==> src/rtl/core/ssbrem_pkg.sv <==
// Shared types and constants of the SSB resource element mapper.
package ssbrem_pkg;

   localparam int unsigned SYNC_LEN        = 127;
   localparam int unsigned DMRS_LEN        = 144;
   localparam int unsigned PBCH_LEN        = 432;
   localparam int unsigned SYNC_FIRST      = 56;
   localparam int unsigned SYNC_LAST       = 182;
   localparam int unsigned SYM2_LOW_END    = 48;
   localparam int unsigned SYM2_HIGH_START = 192;
   localparam int unsigned GRID_WIDTH      = 240;

   localparam int unsigned SYM2_LOW_DBASE  = 60;
   localparam int unsigned SYM2_LOW_PBASE  = 180;
   localparam int unsigned SYM2_HIGH_DBASE = 72;
   localparam int unsigned SYM2_HIGH_PBASE = 216;
   localparam int unsigned SYM3_DBASE      = 84;
   localparam int unsigned SYM3_PBASE      = 252;

   localparam int unsigned SYNC_ADDR_W   = 8;
   localparam int unsigned SYNC_DEPTH    = 256;
   localparam int unsigned SAMPLE_ADDR_W = 10;
   localparam int unsigned SAMPLE_DEPTH  = DMRS_LEN + PBCH_LEN;

   localparam logic [31:0] SYNC_LEVEL     = 32'd8192;
   localparam logic [31:0] SYNC_LEVEL_NEG = 32'd0 - SYNC_LEVEL;

   localparam logic [1:0] SIGN_ZERO = 2'd0;
   localparam logic [1:0] SIGN_POS  = 2'd1;
   localparam logic [1:0] SIGN_NEG  = 2'd2;

   typedef enum logic [2:0] {
      CMD_PSS  = 3'd0,
      CMD_SSS  = 3'd1,
      CMD_DMRS = 3'd2,
      CMD_PBCH = 3'd3,
      CMD_READ = 3'd4
   } cmd_type;

   typedef enum logic [2:0] {
      KIND_EMPTY = 3'd0,
      KIND_PSS   = 3'd1,
      KIND_SSS   = 3'd2,
      KIND_DMRS  = 3'd3,
      KIND_PBCH  = 3'd4
   } kind_type;

   typedef struct packed {
      logic                     is_read;
      kind_type                 kind;
      logic                     sync_we;
      logic [1:0]               sync_wdata;
      logic [SYNC_ADDR_W-1:0]   sync_addr;
      logic                     sample_we;
      logic [SAMPLE_ADDR_W-1:0] sample_addr;
   } access_type;

endpackage

==> src/rtl/core/ssbrem_addr.sv <==
// Command decode and grid-to-store address mapping.
module ssbrem_addr #(
   parameter int unsigned SAMPLE_WIDTH = 16
) (
   input  logic [2:0]              cmd,
   input  logic [8:0]              element_index,
   input  logic [SAMPLE_WIDTH-1:0] sample_real,
   input  logic [1:0]              symbol_number,
   input  logic [7:0]              subcarrier_number,
   input  logic [1:0]              cell_shift,
   output ssbrem_pkg::access_type  access
);

   logic       area;
   logic [7:0] kp;
   logic [7:0] dbase;
   logic [8:0] pbase;
   logic [8:0] skip;
   logic [7:0] sync_off;
   logic [1:0] sign;

   always_comb begin
      if (sample_real == '0) begin
         sign = ssbrem_pkg::SIGN_ZERO;
      end else if (sample_real[SAMPLE_WIDTH-1]) begin
         sign = ssbrem_pkg::SIGN_NEG;
      end else begin
         sign = ssbrem_pkg::SIGN_POS;
      end
   end

   assign sync_off = subcarrier_number - 8'(ssbrem_pkg::SYNC_FIRST);

   always_comb begin
      access            = '0;
      access.kind       = ssbrem_pkg::KIND_EMPTY;
      access.sync_wdata = sign;
      area              = 1'b0;
      kp                = subcarrier_number;
      dbase             = '0;
      pbase             = '0;
      skip              = '0;
      unique case (ssbrem_pkg::cmd_type'(cmd))
         ssbrem_pkg::CMD_PSS: begin
            access.sync_we   = element_index < 9'(ssbrem_pkg::SYNC_LEN);
            access.sync_addr = {1'b0, element_index[6:0]};
         end
         ssbrem_pkg::CMD_SSS: begin
            access.sync_we   = element_index < 9'(ssbrem_pkg::SYNC_LEN);
            access.sync_addr = {1'b1, element_index[6:0]};
         end
         ssbrem_pkg::CMD_DMRS: begin
            access.sample_we   = element_index < 9'(ssbrem_pkg::DMRS_LEN);
            access.sample_addr = 10'(element_index);
         end
         ssbrem_pkg::CMD_PBCH: begin
            access.sample_we   = element_index < 9'(ssbrem_pkg::PBCH_LEN);
            access.sample_addr = 10'(element_index) + 10'(ssbrem_pkg::DMRS_LEN);
         end
         ssbrem_pkg::CMD_READ: begin
            access.is_read = 1'b1;
            if (subcarrier_number < 8'(ssbrem_pkg::GRID_WIDTH)) begin
               unique case (symbol_number)
                  2'd0: begin
                     if (subcarrier_number >= 8'(ssbrem_pkg::SYNC_FIRST) &&
                         subcarrier_number <= 8'(ssbrem_pkg::SYNC_LAST)) begin
                        access.kind      = ssbrem_pkg::KIND_PSS;
                        access.sync_addr = {1'b0, sync_off[6:0]};
                     end
                  end
                  2'd1: begin
                     area = 1'b1;
                  end
                  2'd3: begin
                     area  = 1'b1;
                     dbase = 8'(ssbrem_pkg::SYM3_DBASE);
                     pbase = 9'(ssbrem_pkg::SYM3_PBASE);
                  end
                  default: begin
                     if (subcarrier_number < 8'(ssbrem_pkg::SYM2_LOW_END)) begin
                        area  = 1'b1;
                        dbase = 8'(ssbrem_pkg::SYM2_LOW_DBASE);
                        pbase = 9'(ssbrem_pkg::SYM2_LOW_PBASE);
                     end else if (subcarrier_number >=
                                  8'(ssbrem_pkg::SYM2_HIGH_START)) begin
                        area  = 1'b1;
                        kp    = subcarrier_number - 8'(ssbrem_pkg::SYM2_HIGH_START);
                        dbase = 8'(ssbrem_pkg::SYM2_HIGH_DBASE);
                        pbase = 9'(ssbrem_pkg::SYM2_HIGH_PBASE);
                     end else if (subcarrier_number >= 8'(ssbrem_pkg::SYNC_FIRST) &&
                                  subcarrier_number <= 8'(ssbrem_pkg::SYNC_LAST)) begin
                        access.kind      = ssbrem_pkg::KIND_SSS;
                        access.sync_addr = {1'b1, sync_off[6:0]};
                     end
                  end
               endcase
            end
         end
         default: begin
         end
      endcase
      if (area) begin
         skip = {1'b0, kp} + 9'd3 - {7'b0, cell_shift};
         if (kp[1:0] == cell_shift) begin
            access.kind        = ssbrem_pkg::KIND_DMRS;
            access.sample_addr = 10'(dbase) + 10'(kp[7:2]);
         end else begin
            access.kind        = ssbrem_pkg::KIND_PBCH;
            access.sample_addr = 10'(ssbrem_pkg::DMRS_LEN) + 10'(pbase) + 10'(kp)
                                 - 10'(skip[8:2]);
         end
      end
   end

endmodule

==> config.mk <==
export PLATFORM = sky130hd
export DESIGN_NAME = ssbrem_addr
export DESIGN_NICKNAME = d
export VERILOG_FILES = /design/src/rtl/core/ssbrem_pkg.sv /design/src/rtl/core/ssbrem_addr.sv
export SDC_FILE = /design/constraint.sdc
export NUM_CORES = 1
export LEC_CHECK = 0
export ABC_AREA = 1
export ABC_CLOCK_PERIOD_IN_PS = 5200
export BUFFER_PORTS_ARGS = -buffer_cell sky130_fd_sc_hd__buf_4
export CORE_ASPECT_RATIO = 1.4
export CORE_UTILIZATION = 54
export DETAILED_ROUTE_END_ITERATION = 7
export PLACE_DENSITY = 0.82
export REMOVE_ABC_BUFFERS = 1
export SLEW_MARGIN = 0
export SYNTH_ARGS = -nofsm -noshare
export SYNTH_HDL_FRONTEND = slang
export SYNTH_SLANG_ARGS = --single-unit
==> constraint.sdc <==
create_clock -name vclk -period 5.2
set_clock_uncertainty 0.05 [all_clocks]
set_input_delay 0.26 -clock vclk [all_inputs]
set_output_delay 0.26 -clock vclk [all_outputs]
set_load 0.03 [all_outputs]
# [After elaboration in Yosys (flattened, before gate mapping)]
# Cells that the tools add are included.
[op_classes] n_addsub=9 order_cmp=8 n_eq_ne=7 mux=42 n_reduce_logical=8
[op_table] op="$mux 8" n=13
[op_table] op="$mux 7" n=5
[op_table] op="$pmux 8 s2" n=2
[op_table] op="$pmux 8 s3" n=1
[op_table] op="$pmux 11 s2" n=1
[op_table] op="$mux 10" n=2
[op_table] op="$logic_not 16->1" n=1
[op_table] op="$pmux 7 s2" n=1
[op_table] op="$mux 2" n=6
[op_table] op="$add 10x8->10" n=1
[op_table] op="$add 8x9->10 const A" n=1
[op_table] op="$add 9x8->10 const B" n=1
[op_table] op="$sub 10x7->10" n=1
[op_table] op="$add 8x2->9 const B" n=1
[op_table] op="$add 8x6->9" n=1
[op_table] op="$lt 9x7->1 const B" n=1
[op_table] op="$lt 9x8->1 const B" n=1
[op_table] op="$lt 9x9->1 const B" n=1
[op_table] op="$sub 9x2->9" n=1
[op_table] op="$ge 8x6->1 const B" n=1
[op_table] op="$ge 8x8->1 const B" n=1
[op_table] op="$le 8x8->1 const B" n=1
[op_table] op="$lt 8x6->1 const B" n=1
[op_table] op="$lt 8x8->1 const B" n=1
[op_table] op="other kinds (18)" n=27
[word_totals] regBits=0 output_inout_bits=26

# [Depth between registers and ports, before layout]
[logic_depth] word_depth=11 ltp_mapped=24 depth_no_buf=24

# [Worst setup path after synthesis]
# OpenSTA, ideal clock, no wires.
[synth_path] kind="input-to-output" startpoint="in subcarrier_number[4]" endpoint="out access[8] (netlist name)" arrival_ps=3786 required_time_ps=4890 path_slack_ps=1104 cell_stages=22 n_path_buf=0 path_cell_list="ha_1 -> inv_1 -> nor2_4 -> inv_1 -> o21ai_0 -> inv_1 -> ha_1 -> nand2_1 -> o21a_1 -> nand3_1 -> nand2_1 -> fa_1 -> fa_1 -> ha_1 -> nand2_1 -> inv_1 -> o21ai_0 -> nand3_1 -> nand2_1 -> nand2_1 -> nand2_1 -> nand2_1"
[synth_lines] element="start: declaration" line_no="ssbrem_addr.sv:9" source="input logic [7:0] subcarrier_number,"
[synth_lines] element="end: declaration" line_no="ssbrem_addr.sv:11" source="output ssbrem_pkg::access_type access"

==> results.cfg <==
[timing]
setup_viol = 0
worst_pin_slew_ps = 579
fin_tns_setup_ps = 0
rsz0062_at_grt = no
max_clock_freq_mhz = 220
maxSlewViolCount = 0
fin_crit_sh_pct = 87.4
slew_headroom_pct = 61.0
final-hold-violation-count = 0
min_period_ps = 4550

[layout]
drive_above_1_share_pct = 22.1
areaGrowthSynthToFinish_pct = 28.0
fillers = 339
n_antenna_cell = 0
final_common_cell = nand2_1
clock_buffers = 0
layout_common_cells = 111 x nand2_1, 66 x buf_4, 60 x inv_1, 31 x ha_1, 19 x nor2_1
layout.nets = 476
regArea_um2 = 0
design.seq.count = 0
final_util_pct = 72.7

[drt]
vias_per_cell = 5.24
drtIter0Drc = 66
drtAntennaViolNets = 0
drc = 0
wl_per_cell_um = 12.0
wl_um = 5190
vias = 2273
firstDrtPassIters = 5

[yosys]
synthXorXnorAreaFrac_pct = 4.07
synth_top_family_by_area = simple AND/OR/NAND/NOR gates
yosys.area.top_type_share_pct = 21.5
synthAdderAreaFrac_pct = 29.3
synth_cell_type_count = 30
yosysTopAreaCell = nand2_1
synth_compound_area_share_pct = 9.76
yosysSeqAreaShare_pct = 0
synth.area.mux_share_pct = 0
synthesis.area_um2 = 1940
yosys_warnings = 0
syn_inst = 329
synth.avg_cell_area_um2 = 5.88
netlist_top_cells_area = nand2_1 22%, ha_1 20%, inv_1 12%, fa_1 9.3%, nand3_1 4.7%
synthSimpleGateAreaFrac_pct = 44.8

[floorplanning]
core_um2 = 3410
die_area_um2 = 3830
ios = 66
die_height_um = 72.8
start_util_pct = 56.8
die_x_um = 52.6
num_rows = 25

[placement]
gp_congestion = 0.945
dp_hpwl_um = 4610
numPortBuffers = 66

[global_route]
grt_pass1_wl_um = 8320
grt_max_degree = 9
use_met3_pct = 0.833
gr-usage-met1_pct = 32.0
busiest_layer = met2
grt_pass1_vias = 1985
antenna_found_initial = 0
grtUsageMet2_pct = 55.3
grt-ovfl-total = 0
grt_usage_pct = 28.3

[min_path]
worst_hold_path_type = in2out

[cts]
post-cts-setup-buffer-count = 0
ctsHoldBuffers = 0
post_cts_resized = 0

[setup_path]
path_max_fanout = 6
crit_path_end_kind = output port
cpMostUsedCell = nand2_1
path_class = in2out
slowest_delay_ps = 500
startpoint_type = primary input
critPathRequiredTime_ps = 4890
crit_slowest_cell = fa_1
crit_arrival_ps = 4240
crit_family = adder cells
cp.buffers_inverters = 8

[power]
p_per_area_nw_per_um2 = 136
peakVddDrop_v = 0.000121
leakage_uw = 0.00149

[outcome]
run_status = finished clean

[job]
maxCapViolations = 0
==> worst paths after layout <==
path | to | cells past startpoint | slack (ps) | start
worst max-delay path | access[8] | 25 | 650 | subcarrier_number[5]
worst min-delay path | access[20] | 2 | 710 | sample_real[15]
==> logic make-up (layout without fill, tap and decap cells) <==
logic type               after synthesis  count (layout)
AO/OA/AOI/OAI                         35              35
AND/OR/NAND/NOR                      183             183
adder cells (fa/ha/maj)               40              40
buffers and inverters                 62             127
XOR/XNOR                               9               9
==> power by group <==
group          total (uW)  internal, uW  leakage, uW  switching (uW)
clock network           0             0            0               0
logic                 336           134      0.00149             202
registers               0             0            0               0
==> final cells by class <==
class	instances	area [um2]	share of cell area, %
multi-input cells	267	1700	68.7
repair buffers	66	495	20.0
inverters	61	229	9.24
well taps	40	50.0	2.02
==> synth_stat cells (3+ instances only) <==
library cell  count
a21oi_1          13
fa_1              9
ha_1             31
inv_1            60
nand2_1         111
nand2_2           5
nand3_1          18
nand3_2           4
nand4_1           7
nor2_1           19
nor2_2            3
nor2_4            4
nor4_1            5
o21ai_0          15
xnor2_1           3
xor2_1            6
==> per-stage QoR <==
step           cells  hold WS, ps  power, uW  setup slack (ps)  instance area, um2
2_1_floorplan    328          470        227              1100                1930
3_3_place_gp     434          707        326               755                2480
3_5_place_dp     434          707        335               673                2480
4_1_cts          434          707        336               654                2480
5_1_grt          434          713        372               211                2480
6_report         434          706        336               655                2480
==> layer usage <==
layer  part of all wire (%)  wire length [um]
met2                     53              2740
met4                    2.8               146
met5                      0                 0
met1                     40              2080
met3                    4.4               230
No activity file was read; power rests on OpenSTA's default activity.
